[config.mk]
export PLATFORM = sky130hd
export DESIGN_NAME = jht_ctrl
export DESIGN_NICKNAME = d
export VERILOG_FILES = /design/src/jht_pkg.sv /design/src/jht_ctrl.sv
export SDC_FILE = /design/constraint.sdc
export NUM_CORES = 1
export LEC_CHECK = 0
export BUFFER_PORTS_ARGS = -buffer_cell sky130_fd_sc_hd__buf_2
export CAP_MARGIN = 25
export CORE_MARGIN = 4
export CORE_UTILIZATION = 31
export DETAILED_ROUTE_END_ITERATION = 6
export PLACE_DENSITY = 0.62
export SKIP_LAST_GASP = 1
export SYNTH_ARGS = -nofsm -noshare
export SYNTH_HDL_FRONTEND = slang
export SYNTH_SLANG_ARGS = --single-unit
export TNS_END_PERCENT = 10
[constraint.sdc]
create_clock -name clk -period 2.2 [get_ports clk]
set_input_delay 0.55 -clock clk [delete_from_list [all_inputs] [get_ports clk]]
set_output_delay 0.55 -clock clk [all_outputs]
set_load 0.02 [all_outputs]
[src/jht_pkg.sv]
// Shared types and codes for the job hash table with active queue.
// Used by the controller, the datapath and the top level; depends on nothing.
package jht_pkg;

  // Operation codes carried in the opcode field of an input item
  localparam logic [2:0] OP_INSERT     = 3'd0;
  localparam logic [2:0] OP_LOOKUP     = 3'd1;
  localparam logic [2:0] OP_REMOVE     = 3'd2;
  localparam logic [2:0] OP_ACTIVATE   = 3'd3;
  localparam logic [2:0] OP_POP        = 3'd4;
  localparam logic [2:0] OP_DEACTIVATE = 3'd5;

  // Result status codes
  localparam logic [2:0] ST_OK             = 3'd0;
  localparam logic [2:0] ST_PRESENT        = 3'd1;
  localparam logic [2:0] ST_NOT_FOUND      = 3'd2;
  localparam logic [2:0] ST_ACTIVE_REFUSED = 3'd3;
  localparam logic [2:0] ST_BUCKET_FULL    = 3'd4;
  localparam logic [2:0] ST_QUEUE_EMPTY    = 3'd5;
  localparam logic [2:0] ST_QUEUE_FULL     = 3'd6;

  // Golden-ratio multiplier for the bucket hash
  localparam logic [31:0] HASH_MULT = 32'h61C88647;

  typedef struct packed {
    logic [2:0]  opcode;
    logic [31:0] key_addr;
    logic [3:0]  job_state_in;
  } in_item_t;

  typedef struct packed {
    logic [2:0]  status;
    logic        found;
    logic [3:0]  job_state_out;
    logic        active_out;
    logic [31:0] addr_out;
  } out_item_t;

  // One way of a bucket row
  typedef struct packed {
    logic        valid;
    logic        active;
    logic [3:0]  state;
    logic [31:0] key;
  } way_t;

  // Kind of bucket row write
  typedef enum logic [2:0] {
    RW_NONE,
    RW_INSERT,
    RW_REMOVE,
    RW_SET_ACT,
    RW_CLR_ACT,
    RW_CLEAR
  } row_wr_t;

  // Controller to datapath commands
  typedef struct packed {
    logic       load_item;
    logic       hash;
    logic       eval;
    row_wr_t    row_wr;
    logic       clr_step;
    logic       q_append;
    logic       q_pop;
    logic       q_next;
    logic       q_shift;
    logic       q_dec;
    logic       res_load;
    logic [2:0] res_status;
  } cmd_t;

  // Datapath to controller status
  typedef struct packed {
    logic hit;
    logic hit_act;
    logic full;
    logic q_empty;
    logic q_full;
    logic q_match;
    logic q_last;
    logic clr_last;
    logic out_free;
  } stat_t;

endpackage

[src/jht_ctrl.sv]
// Controller state machine for the job hash table: sequences each item.
// Depends on jht_pkg for opcodes, status codes and the command/status structs.
module jht_ctrl (
  input  logic           clk,
  input  logic           rst_n,
  input  logic           in_valid,
  input  logic [2:0]     in_opcode,
  output logic           in_stall,
  output jht_pkg::cmd_t  cmd,
  input  jht_pkg::stat_t stat
);
  import jht_pkg::*;

  typedef enum logic [3:0] {
    S_CLEAR,
    S_IDLE,
    S_HASH,
    S_ROW_RD,
    S_EVAL,
    S_DECIDE,
    S_Q_RD,
    S_Q_CMP,
    S_C_RD,
    S_C_WR,
    S_P_RD,
    S_P_DAT,
    S_DONE
  } state_t;

  state_t     state_r, state_nxt;
  logic [2:0] op_r, op_nxt;
  logic [2:0] code_r, code_nxt;

  // Next state and commands
  always_comb begin
    state_nxt      = state_r;
    op_nxt         = op_r;
    code_nxt       = code_r;
    cmd            = '0;
    cmd.row_wr     = RW_NONE;
    cmd.res_status = code_r;
    unique case (state_r)
      S_CLEAR: begin
        // sweep the bucket rows to empty after reset
        cmd.row_wr   = RW_CLEAR;
        cmd.clr_step = 1'b1;
        if (stat.clr_last) begin
          state_nxt = S_IDLE;
        end
      end
      S_IDLE: begin
        if (in_valid) begin
          cmd.load_item = 1'b1;
          op_nxt        = in_opcode;
          unique case (in_opcode) inside
            OP_INSERT, OP_LOOKUP, OP_REMOVE, OP_ACTIVATE, OP_DEACTIVATE: begin
              state_nxt = S_HASH;
            end
            OP_POP: begin
              if (stat.q_empty) begin
                code_nxt  = ST_QUEUE_EMPTY;
                state_nxt = S_DONE;
              end else begin
                state_nxt = S_P_RD;
              end
            end
            default: begin
              code_nxt  = ST_NOT_FOUND;
              state_nxt = S_DONE;
            end
          endcase
        end
      end
      S_P_RD: begin
        state_nxt = S_P_DAT;
      end
      S_P_DAT: begin
        // take the head key, then look it up in the table
        cmd.q_pop = 1'b1;
        state_nxt = S_HASH;
      end
      S_HASH: begin
        cmd.hash  = 1'b1;
        state_nxt = S_ROW_RD;
      end
      S_ROW_RD: begin
        state_nxt = S_EVAL;
      end
      S_EVAL: begin
        cmd.eval  = 1'b1;
        state_nxt = S_DECIDE;
      end
      S_DECIDE: begin
        state_nxt = S_DONE;
        unique case (op_r)
          OP_INSERT: begin
            if (stat.hit) begin
              code_nxt = ST_PRESENT;
            end else if (stat.full) begin
              code_nxt = ST_BUCKET_FULL;
            end else begin
              cmd.row_wr = RW_INSERT;
              code_nxt   = ST_OK;
            end
          end
          OP_LOOKUP: begin
            code_nxt = stat.hit ? ST_OK : ST_NOT_FOUND;
          end
          OP_REMOVE: begin
            if (!stat.hit) begin
              code_nxt = ST_NOT_FOUND;
            end else if (stat.hit_act) begin
              code_nxt = ST_ACTIVE_REFUSED;
            end else begin
              cmd.row_wr = RW_REMOVE;
              code_nxt   = ST_OK;
            end
          end
          OP_ACTIVATE: begin
            if (!stat.hit) begin
              code_nxt = ST_NOT_FOUND;
            end else if (stat.q_full) begin
              code_nxt = ST_QUEUE_FULL;
            end else begin
              cmd.q_append = 1'b1;
              cmd.row_wr   = RW_SET_ACT;
              code_nxt     = ST_OK;
            end
          end
          OP_POP: begin
            code_nxt = ST_OK;
          end
          OP_DEACTIVATE: begin
            if (stat.q_empty) begin
              code_nxt = ST_NOT_FOUND;
            end else begin
              state_nxt = S_Q_RD;
            end
          end
          default: begin
            code_nxt = ST_NOT_FOUND;
          end
        endcase
      end
      S_Q_RD: begin
        state_nxt = S_Q_CMP;
      end
      S_Q_CMP: begin
        // compare one queued key; on a match close the gap behind it
        if (stat.q_match) begin
          if (stat.q_last) begin
            cmd.q_dec = 1'b1;
            if (stat.hit) begin
              cmd.row_wr = RW_CLR_ACT;
            end
            code_nxt  = ST_OK;
            state_nxt = S_DONE;
          end else begin
            cmd.q_next = 1'b1;
            state_nxt  = S_C_RD;
          end
        end else if (stat.q_last) begin
          code_nxt  = ST_NOT_FOUND;
          state_nxt = S_DONE;
        end else begin
          cmd.q_next = 1'b1;
          state_nxt  = S_Q_RD;
        end
      end
      S_C_RD: begin
        state_nxt = S_C_WR;
      end
      S_C_WR: begin
        // move one key down a slot
        cmd.q_shift = 1'b1;
        if (stat.q_last) begin
          cmd.q_dec = 1'b1;
          if (stat.hit) begin
            cmd.row_wr = RW_CLR_ACT;
          end
          code_nxt  = ST_OK;
          state_nxt = S_DONE;
        end else begin
          cmd.q_next = 1'b1;
          state_nxt  = S_C_RD;
        end
      end
      S_DONE: begin
        // hold until the output register can take the result
        if (stat.out_free) begin
          cmd.res_load = 1'b1;
          state_nxt    = S_IDLE;
        end
      end
      default: begin
        state_nxt = S_IDLE;
      end
    endcase
  end

  // State and registered outputs
  always_ff @(posedge clk) begin
    if (!rst_n) begin
      state_r <= S_CLEAR;
      op_r    <= '0;
      code_r  <= '0;
    end else begin
      state_r <= state_nxt;
      op_r    <= op_nxt;
      code_r  <= code_nxt;
    end
  end

  assign in_stall = (state_r != S_IDLE);

`ifndef SYNTHESIS
  a_accept_leaves_idle: assert property (@(posedge clk) disable iff (!rst_n)
    (in_valid && !in_stall) |=> in_stall)
    else $error("controller stayed ready after taking an item");

  a_load_when_free: assert property (@(posedge clk) disable iff (!rst_n)
    cmd.res_load |-> stat.out_free)
    else $error("result loaded over an untaken result");
`endif

endmodule

Word level (Yosys, flattened, before mapping)
Cells that the tools add are included.
W data, S select, Z words.
- bits in registers: 10
- bits of input ports: 15
- output and inout port bits: 17
- logic and storage cells: 98
- equality and inequality tests: 30
- mux-type cells: 56
- reductions and logical operators: 9
- operators with widths (kind ; count):
    $pmux W4 S13 ; 1
    $mux W3 ; 15
    $mux W4 ; 7
    $pmux W3 S4 ; 2
    $eq A4 B4 Y1 const B ; 5
    $mux W1 ; 19
    $pmux W3 S6 ; 1
    $eq A4 B3 Y1 const B ; 4
    $mux W2 ; 7
    $eq A3 B2 Y1 const B ; 4
    $eq A3 B3 Y1 const B ; 4
    $ne A3 B3 Y1 const B ; 3
    $eq A4 B2 Y1 const B ; 2
    $ne A2 B2 Y1 const B ; 4
    $pmux W4 S2 ; 1
    $eq A3 B1 Y1 const B ; 2
    $logic_not A3 Y1 ; 2
    $pmux W2 S3 ; 1
    $pmux W3 S2 ; 1
    $reduce_and A6 Y1 ; 1
    $reduce_or A5 Y1 ; 1
    $eq A4 B1 Y1 const B ; 1
    $logic_not A4 Y1 ; 1
    $ne A4 B1 Y1 const B ; 1
    5 further kinds ; 5

Longest topological paths before layout
Gate-level depths: netlist of run 1.
- depth in word-level cells: 5
- depth in mapped cells: 7
- mapped depth without buffers: 6

Worst setup path before layout of run 1
No wires, ideal clock.
- path type: register to output
- from: register state_r[3]
- to: output cmd[12] (netlist name)
- data arrival time: 1524 ps
- data required time: 1650 ps
- setup slack: 126 ps
- stages on the path, launching flop included: 6
- buffers on the path: 2
- path through: dfxtp_1 -> buf_6 -> clkbuf_1 -> and3_1 -> o21a_1 -> a31o_2
- RTL lines (what ; line ; RTL):
    start, declared ; jht_ctrl.sv:30 ; state_t state_r, state_nxt;
    start signal, assigned ; jht_ctrl.sv:208 ; state_r <= state_nxt;
    end, declared ; jht_ctrl.sv:9 ; output jht_pkg::cmd_t cmd,

==> run_summary.xml, run 1 <==
<?xml version="1.0" encoding="UTF-8"?>
<metrics>
  <group name="outcome">
    <metric name="status" unit="">finished, final reports clean</metric>
  </group>
  <group name="place">
    <metric name="dpl.cell_count" unit="">190</metric>
    <metric name="post-dp-hpwl" unit="um">2270</metric>
    <metric name="placer_s_final_routability_congestion_estimate" unit="">0.848</metric>
    <metric name="port-buffer-count" unit="">31</metric>
    <metric name="dpl_worst_slack" unit="ns">0.170</metric>
  </group>
  <group name="pwr">
    <metric name="power.density_cell_area" unit="nW/um^2">422</metric>
    <metric name="ir_drop" unit="mV">0.214</metric>
    <metric name="p_leak" unit="nW">0.499</metric>
  </group>
  <group name="grt">
    <metric name="overflow_after_grt" unit="">0</metric>
    <metric name="groute.usage.overall" unit="">0.150</metric>
    <metric name="grt_first_pass_wirelength" unit="um">4920</metric>
    <metric name="first_global_vias" unit="">1072</metric>
    <metric name="grt_start_max_net_pins" unit="">19</metric>
    <metric name="grt_antenna_before_repair" unit="">0</metric>
  </group>
  <group name="worst_setup_path">
    <metric name="setup.worst_path.class" unit="">reg -&gt; out</metric>
    <metric name="max_stage_delay" unit="ns">0.37</metric>
    <metric name="family_with_the_most_delay_on_the_worst_path" unit="">compound AO/OA/AOI/OAI gates</metric>
    <metric name="arrival" unit="ns">1.56</metric>
    <metric name="worstSetupStartpoint" unit="">state_r[3]$_SDFFE_PN0P_</metric>
    <metric name="r2r.worst_path.cells" unit="">5</metric>
    <metric name="end_kind" unit="">output port</metric>
    <metric name="crit_chain" unit="">nor3b_4 -&gt; buf_4 -&gt; o21a_1 -&gt; a31o_2 -&gt; buf_2</metric>
    <metric name="r2r_setup_slack" unit="ns">0.44</metric>
    <metric name="worst_setup_path_start_kind" unit="">flop</metric>
    <metric name="critical_path_buf_inv_count" unit="">2</metric>
    <metric name="crit_required" unit="ns">1.65</metric>
    <metric name="worstReg2RegStart" unit="">state_r[1]$_SDFFE_PN0P_</metric>
    <metric name="r2r-end" unit="">code_r[0]$_SDFFE_PN0P_</metric>
    <metric name="critical_path_fanout_max" unit="">6</metric>
    <metric name="slowest_stage" unit="">sky130_fd_sc_hd__dfxtp_4</metric>
  </group>
  <group name="synthesis">
    <metric name="yosys_most_used_dff" unit="">sky130_fd_sc_hd__dfxtp_1</metric>
    <metric name="ys_ff_latch" unit="">10</metric>
    <metric name="synthCells" unit="">131</metric>
    <metric name="async_reset_ff_frac" unit="">0</metric>
    <metric name="synth_enable_flop_cells" unit="">0</metric>
    <metric name="synthesis.nets" unit="">146</metric>
    <metric name="netlist.top_cell.by_area" unit="">sky130_fd_sc_hd__dfxtp_1</metric>
    <metric name="netlist_top_cells_area" unit="">sky130_fd_sc_hd__dfxtp_1, sky130_fd_sc_hd__o21ai_0, sky130_fd_sc_hd__nand2_1, sky130_fd_sc_hd__a21oi_1, sky130_fd_sc_hd__inv_1</metric>
    <metric name="post-synth-top-area-fraction" unit="">0.219</metric>
    <metric name="ys_seq_area_frac" unit="">0.219</metric>
    <metric name="post_synth_num_cell_types" unit="">43</metric>
    <metric name="syn-mean-instance-area" unit="um^2">6.97</metric>
    <metric name="ys_warn_count" unit="">0</metric>
    <metric name="mappedNetlistArea" unit="um^2">913</metric>
  </group>
  <group name="detailed_routing">
    <metric name="detailedRoute.firstPassIterationCount" unit="">4</metric>
    <metric name="postRouteWirelength" unit="um">2910</metric>
    <metric name="route.vias.total" unit="">1109</metric>
    <metric name="routed_via_density" unit="">5.72</metric>
    <metric name="antenna_violating_nets_post_route" unit="">0</metric>
    <metric name="drc_errors" unit="">0</metric>
    <metric name="drt_iter0_drc" unit="">53</metric>
    <metric name="average_wire_length_per_cell_after_detail_routing" unit="um">15.0</metric>
  </group>
  <group name="finish">
    <metric name="fillerInstances" unit="">289</metric>
    <metric name="final_layout_size_suffix_gt1_frac" unit="">0.356</metric>
    <metric name="num_antenna_cells" unit="">0</metric>
    <metric name="layout-area-overhead-vs-synth" unit="%">30.1</metric>
    <metric name="layout.cells.non_filler" unit="">194</metric>
    <metric name="finish.net_count" unit="">179</metric>
  </group>
  <group name="sta">
    <metric name="timing.final.hold_violations" unit="">0</metric>
    <metric name="setup_viol" unit="">0</metric>
    <metric name="final-max-slew-violation-count" unit="">0</metric>
    <metric name="final_min_period_over_clock_period" unit="">0.961</metric>
    <metric name="min_period" unit="ns">2.11</metric>
    <metric name="actual_transition_at_the_worst_max_transition_pin" unit="ns">0.430</metric>
    <metric name="max_clock_freq" unit="GHz">0.473</metric>
    <metric name="rsz0062_at_grt" unit="">true</metric>
    <metric name="totalNegativeSetupSlack" unit="ns">0</metric>
    <metric name="timing.final.ws_setup" unit="ns">0.0856</metric>
    <metric name="fin_skew" unit="ns">0.00744</metric>
    <metric name="slew_headroom" unit="">0.709</metric>
  </group>
  <group name="flow_run">
    <metric name="number_of_max_cap_violations" unit="">0</metric>
  </group>
  <group name="cts">
    <metric name="clockRootBuffer" unit="">sky130_fd_sc_hd__clkbuf_4</metric>
    <metric name="worstSkewPairLatency" unit="ns">0.27</metric>
    <metric name="number_of_buffers_created_by_cts" unit="">3</metric>
    <metric name="tritoncts" unit="">yes</metric>
    <metric name="cts_num_sinks" unit="">10</metric>
    <metric name="cts_max_level" unit="">1</metric>
    <metric name="clk_path_buf_depth" unit="">2</metric>
    <metric name="clkTransAtPathRegs" unit="ns">0.08</metric>
  </group>
  <group name="worst_hold_path">
    <metric name="worstHoldStart" unit="">code_r[0]$_SDFFE_PN0P_</metric>
    <metric name="hp-class" unit="">reg -&gt; reg</metric>
    <metric name="whs_endpoint" unit="">code_r[0]$_SDFFE_PN0P_</metric>
    <metric name="worst_hold_path_cell_count" unit="">2</metric>
  </group>
  <group name="floorplanning">
    <metric name="initial_core_util" unit="">0.328</metric>
    <metric name="placementRows" unit="">19</metric>
    <metric name="floorplan.die.height" unit="um">62.3</metric>
    <metric name="core-area" unit="um^2">2780</metric>
    <metric name="die_area" unit="um^2">3880</metric>
    <metric name="die_width" unit="um">62.3</metric>
    <metric name="pin_count" unit="">32</metric>
  </group>
</metrics>
cell families after synthesis:
group                  after synthesis  share of synthesized area
buffers and inverters               20                     0.0959
multiplexers                         2                     0.0219
AO/OA/AOI/OAI                       44                      0.310
AND/OR/NAND/NOR                     55                      0.353
flip-flops                          10                      0.219
routing by layer:
metal	wire (um)	share of wire	track usage	vias up
met3	176	0.061	0.0342	6
met1	1280	0.44	0.196	513
met2	1410	0.48	0.244	47
met4	40	0.014	0.0451	0
li1	-	-	-	543
met5	0	0	0	-
flip-flops by register name, summed over array words and instances (netlist names):
signal and flops:
code_r 3, op_r 3, state_r 4
cell usage after synthesis (3+ instances only):
cell / instances
sky130_fd_sc_hd__nor3_1: 3
sky130_fd_sc_hd__nor2_1: 8
sky130_fd_sc_hd__nand2_1: 15
sky130_fd_sc_hd__a21oi_1: 10
sky130_fd_sc_hd__o21ai_0: 13
sky130_fd_sc_hd__o21a_1: 4
sky130_fd_sc_hd__nor3b_1: 4
sky130_fd_sc_hd__dfxtp_1: 10
sky130_fd_sc_hd__clkbuf_1: 5
sky130_fd_sc_hd__buf_2: 4
sky130_fd_sc_hd__nor2b_1: 3
sky130_fd_sc_hd__nand3_1: 6
sky130_fd_sc_hd__inv_1: 9
metrics by stage:
| stage | hold slack, ns | total power, mW | util | cell area (um^2) |
|---|---|---|---|---|
| 6_report | 0.483 | 0.501 | 0.427 | 1190 |
| 4_1_cts | 0.488 | 0.502 | 0.421 | 1170 |
| 3_5_place_dp | 0.468 | 0.328 | 0.400 | 1110 |
| 5_1_grt | 0.520 | 0.531 | 0.427 | 1190 |
| 2_1_floorplan | 0.466 | 0.278 | - | 913 |
| 3_3_place_gp | 0.462 | 0.325 | 0.400 | 1110 |
report_power, final:
part           internal (mW)  total (mW)  switching (mW)
sequential             0.186       0.194         0.00839
combinational         0.0504       0.131          0.0802
clock                  0.101       0.177          0.0761
total                  0.337       0.501           0.165
worst register-to-register path: cells and delay by family (launching register included):
family	cells	cell delay, ns
compound gates	3	0.84
flops	1	0.41
simple gates	1	0.24
buf+inv	1	0.20
worst max-delay path by stage:
| stage | to | slack, ns | depth (start not counted) |
|---|---|---|---|
| global placement | cmd[12] | 0.31 | 6 |
| CTS | cmd[12] | 0.01 | 6 |
| detailed placement | cmd[12] | 0.17 | 6 |
| floorplan | cmd[12] | 0.13 | 5 |
| finish | cmd[12] | 0.09 | 5 |
| global route | cmd[12] | -0.02 | 6 |
final cells by class:
type	count	area (um^2)	area share
well taps	31	38.8	0.0326
multi-input cells	101	656	0.552
clock buffers	4	36.3	0.0305
repair buffers	39	215	0.181
inverters	9	33.8	0.0284
flip-flops and latches	10	209	0.176
cells in the final DEF, fill, tap and decap left out, drive strengths merged, types with 3 or more instances in the layout:
cell type / synthesis / layout
clkbuf: 5 / 4
nor3b: 4 / 4
nand3: 6 / 6
nand2: 15 / 15
buf: 6 / 39
nor2b: 3 / 3
o21a: 4 / 4
inv: 9 / 9
a21oi: 10 / 10
dfxtp: 10 / 10
nor2: 8 / 8
nor3: 4 / 4
o21ai: 14 / 14
repair_timing:
| action | CTS | global route |
|---|---|---|
| endpoints found under the setup margin | 2 | 2 |
| hold buffers | 0 | 0 |
| buffers inserted | 0 | 0 |
| resized for setup | 7 | 6 |
| pin swaps | 0 | 0 |
No activity file was read; power rests on OpenSTA's default activity.
==> run 2: changes to the inputs <==
CORE_UTILIZATION = 46   (was 31)
PLACE_DENSITY = 0.83   (was 0.62)
clock period = 2.73 ns   (was 2.2 ns; I/O delays follow)
==> run_summary.xml, run 2 (synthesis results as in run 1) <==
<?xml version="1.0" encoding="UTF-8"?>
<metrics>
  <group name="cts">
    <metric name="cts_num_sinks" unit="">10</metric>
    <metric name="worstSkewPairLatency" unit="ns">0.28</metric>
    <metric name="clkTransAtPathRegs" unit="ns">0.07</metric>
    <metric name="tritoncts" unit="">yes</metric>
    <metric name="number_of_hold_buffers_added_after_cts" unit="">0</metric>
    <metric name="clockRootBuffer" unit="">sky130_fd_sc_hd__clkbuf_4</metric>
    <metric name="cts_post_setup_buffers_inserted" unit="">0</metric>
    <metric name="cts_max_level" unit="">1</metric>
    <metric name="clk_path_buf_depth" unit="">2</metric>
    <metric name="number_of_buffers_created_by_cts" unit="">3</metric>
  </group>
  <group name="finish">
    <metric name="fin_area" unit="um^2">1090</metric>
    <metric name="fillerInstances" unit="">185</metric>
    <metric name="finish.net_count" unit="">172</metric>
    <metric name="largest_register_ffs" unit="">4</metric>
    <metric name="top_regs" unit="">state_r: 4 flops, code_r: 3 flops, op_r: 3 flops</metric>
    <metric name="largest_register" unit="">state_r</metric>
    <metric name="layout-area-overhead-vs-synth" unit="%">19.6</metric>
    <metric name="most-common-layout-cells" unit="">sky130_fd_sc_hd__buf_2, sky130_fd_sc_hd__nand2_1, sky130_fd_sc_hd__o21ai_0, sky130_fd_sc_hd__a21oi_1, sky130_fd_sc_hd__inv_1</metric>
    <metric name="num_antenna_cells" unit="">0</metric>
    <metric name="final_common_cell" unit="">sky130_fd_sc_hd__buf_2</metric>
    <metric name="final_layout_size_suffix_gt1_frac" unit="">0.282</metric>
  </group>
  <group name="sta">
    <metric name="rsz0062_at_grt" unit="">true</metric>
    <metric name="min_period" unit="ns">2.65</metric>
    <metric name="actual_transition_at_the_worst_max_transition_pin" unit="ns">0.457</metric>
    <metric name="slew_headroom" unit="">0.695</metric>
    <metric name="holdWs" unit="ns">0.479</metric>
    <metric name="final-max-slew-violation-count" unit="">0</metric>
    <metric name="timing.final.hold_violations" unit="">0</metric>
    <metric name="fin_skew" unit="ns">0.00707</metric>
    <metric name="max_clock_freq" unit="GHz">0.377</metric>
    <metric name="setup_viol" unit="">0</metric>
    <metric name="final_min_period_over_clock_period" unit="">0.971</metric>
  </group>
  <group name="place">
    <metric name="dpl-instance-area" unit="um^2">1050</metric>
    <metric name="post-dp-hpwl" unit="um">2010</metric>
    <metric name="placer_s_final_routability_congestion_estimate" unit="">0.831</metric>
    <metric name="port-buffer-count" unit="">31</metric>
  </group>
  <group name="outcome">
    <metric name="status" unit="">finished, final reports clean</metric>
  </group>
  <group name="worst_hold_path">
    <metric name="worst_hold_path_cell_count" unit="">2</metric>
    <metric name="hp-class" unit="">reg -&gt; reg</metric>
  </group>
  <group name="worst_setup_path">
    <metric name="setup.worst_path.class" unit="">reg -&gt; out</metric>
    <metric name="crit_required" unit="ns">2.05</metric>
    <metric name="arrival" unit="ns">1.97</metric>
    <metric name="end_kind" unit="">output port</metric>
    <metric name="r2r.worst_path.cells" unit="">5</metric>
    <metric name="critical_path_fanout_max" unit="">10</metric>
    <metric name="worst_setup_path_start_kind" unit="">flop</metric>
  </group>
  <group name="grt">
    <metric name="overflow_after_grt" unit="">0</metric>
    <metric name="grt_start_max_net_pins" unit="">20</metric>
    <metric name="grt_first_pass_wirelength" unit="um">4440</metric>
    <metric name="first_global_vias" unit="">992</metric>
    <metric name="grt_antenna_before_repair" unit="">0</metric>
    <metric name="groute.usage.overall" unit="">0.216</metric>
  </group>
  <group name="floorplanning">
    <metric name="die_area" unit="um^2">2760</metric>
    <metric name="die_width" unit="um">52.6</metric>
    <metric name="core-area" unit="um^2">1800</metric>
    <metric name="initial_core_util" unit="">0.507</metric>
    <metric name="floorplan.die.height" unit="um">52.6</metric>
    <metric name="placementRows" unit="">15</metric>
    <metric name="pin_count" unit="">32</metric>
  </group>
  <group name="pwr">
    <metric name="ir_drop" unit="mV">0.257</metric>
    <metric name="power.density_cell_area" unit="nW/um^2">363</metric>
    <metric name="p_leak" unit="nW">0.458</metric>
  </group>
  <group name="detailed_routing">
    <metric name="postRouteWirelength" unit="um">2610</metric>
    <metric name="route.vias.total" unit="">1104</metric>
    <metric name="drc_errors" unit="">0</metric>
    <metric name="antenna_violating_nets_post_route" unit="">0</metric>
    <metric name="drt_iter0_drc" unit="">40</metric>
    <metric name="routed_via_density" unit="">6.10</metric>
    <metric name="detailedRoute.firstPassIterationCount" unit="">4</metric>
    <metric name="average_wire_length_per_cell_after_detail_routing" unit="um">14.4</metric>
  </group>
  <group name="flow_run">
    <metric name="number_of_max_cap_violations" unit="">0</metric>
  </group>
</metrics>
[run 2: changes by cell type in the layout (fill, tap and decap cells not counted), moves of 2 or more]
cell,change
sky130_fd_sc_hd__buf_4,-7
sky130_fd_sc_hd__dfxtp_4,-2
sky130_fd_sc_hd__nor2_2,-3
sky130_fd_sc_hd__nor2_1,+3
[run 2: final cells by class]
type / instances / area (um^2) / share of cell area
inverter: 9 / 33.8 / 0.0309
timing repair buffer: 32 / 163 / 0.149
sequential: 10 / 203 / 0.186
multi-input combinational: 101 / 626 / 0.573
clock buffer: 4 / 36.3 / 0.0332
tap: 25 / 31.3 / 0.0286
[run 2: critical path, stage by stage (launching register included)]
cell                      delay, ns
sky130_fd_sc_hd__dfxtp_1       0.50
sky130_fd_sc_hd__nor3b_1       0.43
sky130_fd_sc_hd__a21oi_1       0.11
sky130_fd_sc_hd__nor2_1        0.19
sky130_fd_sc_hd__o21a_1        0.16
sky130_fd_sc_hd__a31o_2        0.15
sky130_fd_sc_hd__buf_2         0.15
[run 2: where the power goes]
group | switching, mW | internal (mW) | leakage, nW | total (mW)
Clock | 0.0601 | 0.0812 | 0.0210 | 0.141
Sequential | 0.0129 | 0.152 | 0.0820 | 0.164
Combinational | 0.0551 | 0.0357 | 0.355 | 0.0908
Total | 0.128 | 0.268 | 0.458 | 0.396
[run 2: through the flow]
stage | setup WS [ns] | util | total power, mW | cells | setup TNS, ns
after floorplan | 0.423 | - | 0.224 | 131 | 0
after global placement | 0.486 | 0.585 | 0.254 | 177 | 0
after detailed placement | 0.388 | 0.585 | 0.257 | 177 | 0
after CTS | 0.0839 | 0.605 | 0.397 | 181 | 0
after global routing | -0.144 | 0.606 | 0.419 | 181 | -0.160
final | 0.0780 | 0.606 | 0.396 | 181 | 0
[run 2: final timing paths]
kind | start | to | slack, ns
min reg2reg | code_r[1]$_SDFFE_PN0P_ | code_r[1]$_SDFFE_PN0P_ | 0.48
max reg2reg | state_r[3]$_SDFFE_PN0P_ | code_r[0]$_SDFFE_PN0P_ | 0.79
min | code_r[1]$_SDFFE_PN0P_ | code_r[1]$_SDFFE_PN0P_ | 0.48
max | state_r[3]$_SDFFE_PN0P_ | cmd[12] | 0.08
[run 2: per-layer routing]
layer / part of all wire / routed length, um / up-vias / track usage
met1: 0.41 / 1080 / 498 / 0.283
met2: 0.47 / 1220 / 60 / 0.339
met3: 0.089 / 233 / 14 / 0.0427
met5: 0 / 0 / - / 0
met4: 0.028 / 74 / 0 / 0.0936
li1: - / - / 532 / -
[run 2: what timing repair did]
action / 4_1_cts / 5_1_grt
endpoints found under the hold margin: 0 / 0
resized for setup: 0 / 2
setup endpoints to repair: 0 / 5
==> run 3: changes to the inputs <==
==> constraint.sdc (replaced) <==
create_clock -name clk -period 2.73 [get_ports clk]
set_input_delay 0.6825 -clock clk [delete_from_list [all_inputs] [get_ports clk]]
set_output_delay 0.6825 -clock clk [all_outputs]
set_load 0.005 [all_outputs]
==> run_summary.xml, run 3 (synthesis results as in run 1) <==
<?xml version="1.0" encoding="UTF-8"?>
<metrics>
  <group name="finish">
    <metric name="num_antenna_cells" unit="">0</metric>
    <metric name="fin_area" unit="um^2">1090</metric>
    <metric name="largest_register" unit="">state_r</metric>
    <metric name="finish.net_count" unit="">172</metric>
    <metric name="largest_register_ffs" unit="">4</metric>
    <metric name="postLayoutCoreUtil" unit="">0.606</metric>
    <metric name="final_common_cell" unit="">sky130_fd_sc_hd__buf_2</metric>
    <metric name="top_regs" unit="">state_r: 4 flops, code_r: 3 flops, op_r: 3 flops</metric>
    <metric name="most-common-layout-cells" unit="">sky130_fd_sc_hd__buf_2, sky130_fd_sc_hd__nand2_1, sky130_fd_sc_hd__o21ai_0, sky130_fd_sc_hd__a21oi_1, sky130_fd_sc_hd__inv_1</metric>
    <metric name="layout-area-overhead-vs-synth" unit="%">19.6</metric>
    <metric name="final_layout_size_suffix_gt1_frac" unit="">0.282</metric>
  </group>
  <group name="detailed_routing">
    <metric name="routed_via_density" unit="">5.98</metric>
    <metric name="drc_errors" unit="">0</metric>
    <metric name="route.vias.total" unit="">1083</metric>
    <metric name="average_wire_length_per_cell_after_detail_routing" unit="um">14.5</metric>
    <metric name="antenna_violating_nets_post_route" unit="">0</metric>
    <metric name="drt_iter0_drc" unit="">33</metric>
    <metric name="postRouteWirelength" unit="um">2620</metric>
    <metric name="detailedRoute.firstPassIterationCount" unit="">4</metric>
  </group>
  <group name="place">
    <metric name="port-buffer-count" unit="">31</metric>
    <metric name="post-dp-hpwl" unit="um">2040</metric>
    <metric name="dpl-instance-area" unit="um^2">1050</metric>
    <metric name="placer_s_final_routability_congestion_estimate" unit="">0.849</metric>
    <metric name="dpl_worst_slack" unit="ns">0.424</metric>
  </group>
  <group name="grt">
    <metric name="grt_first_pass_wirelength" unit="um">4230</metric>
    <metric name="globalRouteMet2Util" unit="">0.331</metric>
    <metric name="first_global_vias" unit="">988</metric>
    <metric name="peak_usage_layer_in_the_global_routing_report" unit="">met2</metric>
    <metric name="grt_antenna_before_repair" unit="">0</metric>
    <metric name="groute.layer.met3.usage" unit="">0.0342</metric>
    <metric name="overflow_after_grt" unit="">0</metric>
    <metric name="groute.usage.overall" unit="">0.200</metric>
    <metric name="grt_start_max_net_pins" unit="">20</metric>
    <metric name="grtUsageMet1" unit="">0.259</metric>
  </group>
  <group name="worst_setup_path">
    <metric name="worst_setup_path_start_kind" unit="">flop</metric>
    <metric name="critical_path_fanout_max" unit="">15</metric>
    <metric name="worstSetupStartpoint" unit="">state_r[1]$_SDFFE_PN0P_</metric>
    <metric name="setup.worst_path.class" unit="">reg -&gt; out</metric>
    <metric name="arrival" unit="ns">1.93</metric>
    <metric name="end_kind" unit="">output port</metric>
    <metric name="crit_required" unit="ns">2.05</metric>
    <metric name="worstReg2RegStart" unit="">state_r[1]$_SDFFE_PN0P_</metric>
  </group>
  <group name="cts">
    <metric name="number_of_hold_buffers_added_after_cts" unit="">0</metric>
    <metric name="clockRootBuffer" unit="">sky130_fd_sc_hd__clkbuf_4</metric>
    <metric name="cts_num_sinks" unit="">10</metric>
    <metric name="worstSkewPairLatency" unit="ns">0.27</metric>
    <metric name="clkTransAtPathRegs" unit="ns">0.07</metric>
    <metric name="tritoncts" unit="">yes</metric>
    <metric name="number_of_buffers_created_by_cts" unit="">3</metric>
    <metric name="cts_max_level" unit="">1</metric>
    <metric name="clk_path_buf_depth" unit="">2</metric>
  </group>
  <group name="sta">
    <metric name="timing.final.ws_setup" unit="ns">0.117</metric>
    <metric name="setup_viol" unit="">0</metric>
    <metric name="max_clock_freq" unit="GHz">0.383</metric>
    <metric name="timing.final.hold_violations" unit="">0</metric>
    <metric name="final-max-slew-violation-count" unit="">0</metric>
    <metric name="actual_transition_at_the_worst_max_transition_pin" unit="ns">0.486</metric>
    <metric name="final_min_period_over_clock_period" unit="">0.957</metric>
    <metric name="min_period" unit="ns">2.61</metric>
    <metric name="slew_headroom" unit="">0.668</metric>
    <metric name="rsz0062_at_grt" unit="">true</metric>
    <metric name="fin_skew" unit="ns">0.00440</metric>
  </group>
  <group name="floorplanning">
    <metric name="pin_count" unit="">32</metric>
    <metric name="core-area" unit="um^2">1800</metric>
    <metric name="die_width" unit="um">52.6</metric>
    <metric name="floorplan.die.height" unit="um">52.6</metric>
    <metric name="initial_core_util" unit="">0.507</metric>
    <metric name="placementRows" unit="">15</metric>
    <metric name="die_area" unit="um^2">2760</metric>
  </group>
  <group name="outcome">
    <metric name="status" unit="">finished, final reports clean</metric>
  </group>
  <group name="pwr">
    <metric name="power.density_cell_area" unit="nW/um^2">349</metric>
    <metric name="seq_power_share" unit="">0.431</metric>
    <metric name="net_switching_power" unit="mW">0.113</metric>
    <metric name="p_int" unit="mW">0.268</metric>
    <metric name="finalPower" unit="mW">0.381</metric>
    <metric name="ir_drop" unit="mV">0.236</metric>
    <metric name="clock_power_share" unit="">0.357</metric>
    <metric name="switching_share" unit="">0.297</metric>
    <metric name="p_leak" unit="nW">0.458</metric>
    <metric name="combinational_power_share" unit="">0.211</metric>
  </group>
  <group name="flow_run">
    <metric name="number_of_max_cap_violations" unit="">0</metric>
  </group>
  <group name="worst_hold_path">
    <metric name="hp-class" unit="">reg -&gt; reg</metric>
    <metric name="worstHoldStart" unit="">code_r[1]$_SDFFE_PN0P_</metric>
  </group>
</metrics>
## run 3: cell counts in the layout (fill, tap and decap cells not counted)
Identical to the previous run, type by type.
## run 3: what timing repair did
| action | 4_1_cts | 5_1_grt |
|---|---|---|
| gates resized for setup | 0 | 2 |
| endpoints found under the setup margin | 0 | 2 |
| setup buffers | 0 | 0 |
## run 3: final timing paths
check                            to  slack, ns  depth (start not counted)
max                         cmd[12]       0.12                          6
max reg2reg  code_r[1]$_SDFFE_PN0P_       0.87                          5
min reg2reg  code_r[1]$_SDFFE_PN0P_       0.48                          2
min          code_r[1]$_SDFFE_PN0P_       0.48                          2
## run 3: final cells by class
type	instances	area, um^2
Fill cell	184	709
Sequential cell	10	203
Inverter	9	33.8
Clock buffer	4	36.3
Timing Repair Buffer	32	163
Tap cell	25	31.3
Multi-Input combinational cell	101	626
## run 3: critical path, stage by stage (launching register included)
cell and delay [ns]:
sky130_fd_sc_hd__dfxtp_1 0.47, sky130_fd_sc_hd__nor3b_1 0.44, sky130_fd_sc_hd__a21oi_1 0.13, sky130_fd_sc_hd__nor2_1 0.21
sky130_fd_sc_hd__o21a_1 0.16, sky130_fd_sc_hd__a31o_2 0.15, sky130_fd_sc_hd__buf_2 0.10
## run 3: power by group through the flow
| stage | logic [mW] | registers [mW] | clock network (mW) |
|---|---|---|---|
| 6_report | 0.0805 | 0.164 | 0.136 |
| 5_1_grt | 0.0896 | 0.166 | 0.147 |
| 4_1_cts | 0.0800 | 0.164 | 0.141 |
| 3_5_place_dp | 0.0795 | 0.167 | 0 |
| 3_3_place_gp | 0.0769 | 0.166 | 0 |
| 2_1_floorplan | 0.0568 | 0.157 | 0 |
## run 3: per-stage QoR
step	std cells	hold WS (ns)	setup TNS, ns
final	181	0.484	0
after global placement	177	0.463	0
after global routing	181	0.508	-0.00488
after CTS	181	0.486	0
after detailed placement	177	0.473	0
after floorplan	131	0.466	0
## run 3: routing by layer
metal / wire length, um / part of all wire
met4: 31 / 0.012
met3: 164 / 0.063
met2: 1270 / 0.49
met5: 0 / 0
met1: 1150 / 0.44
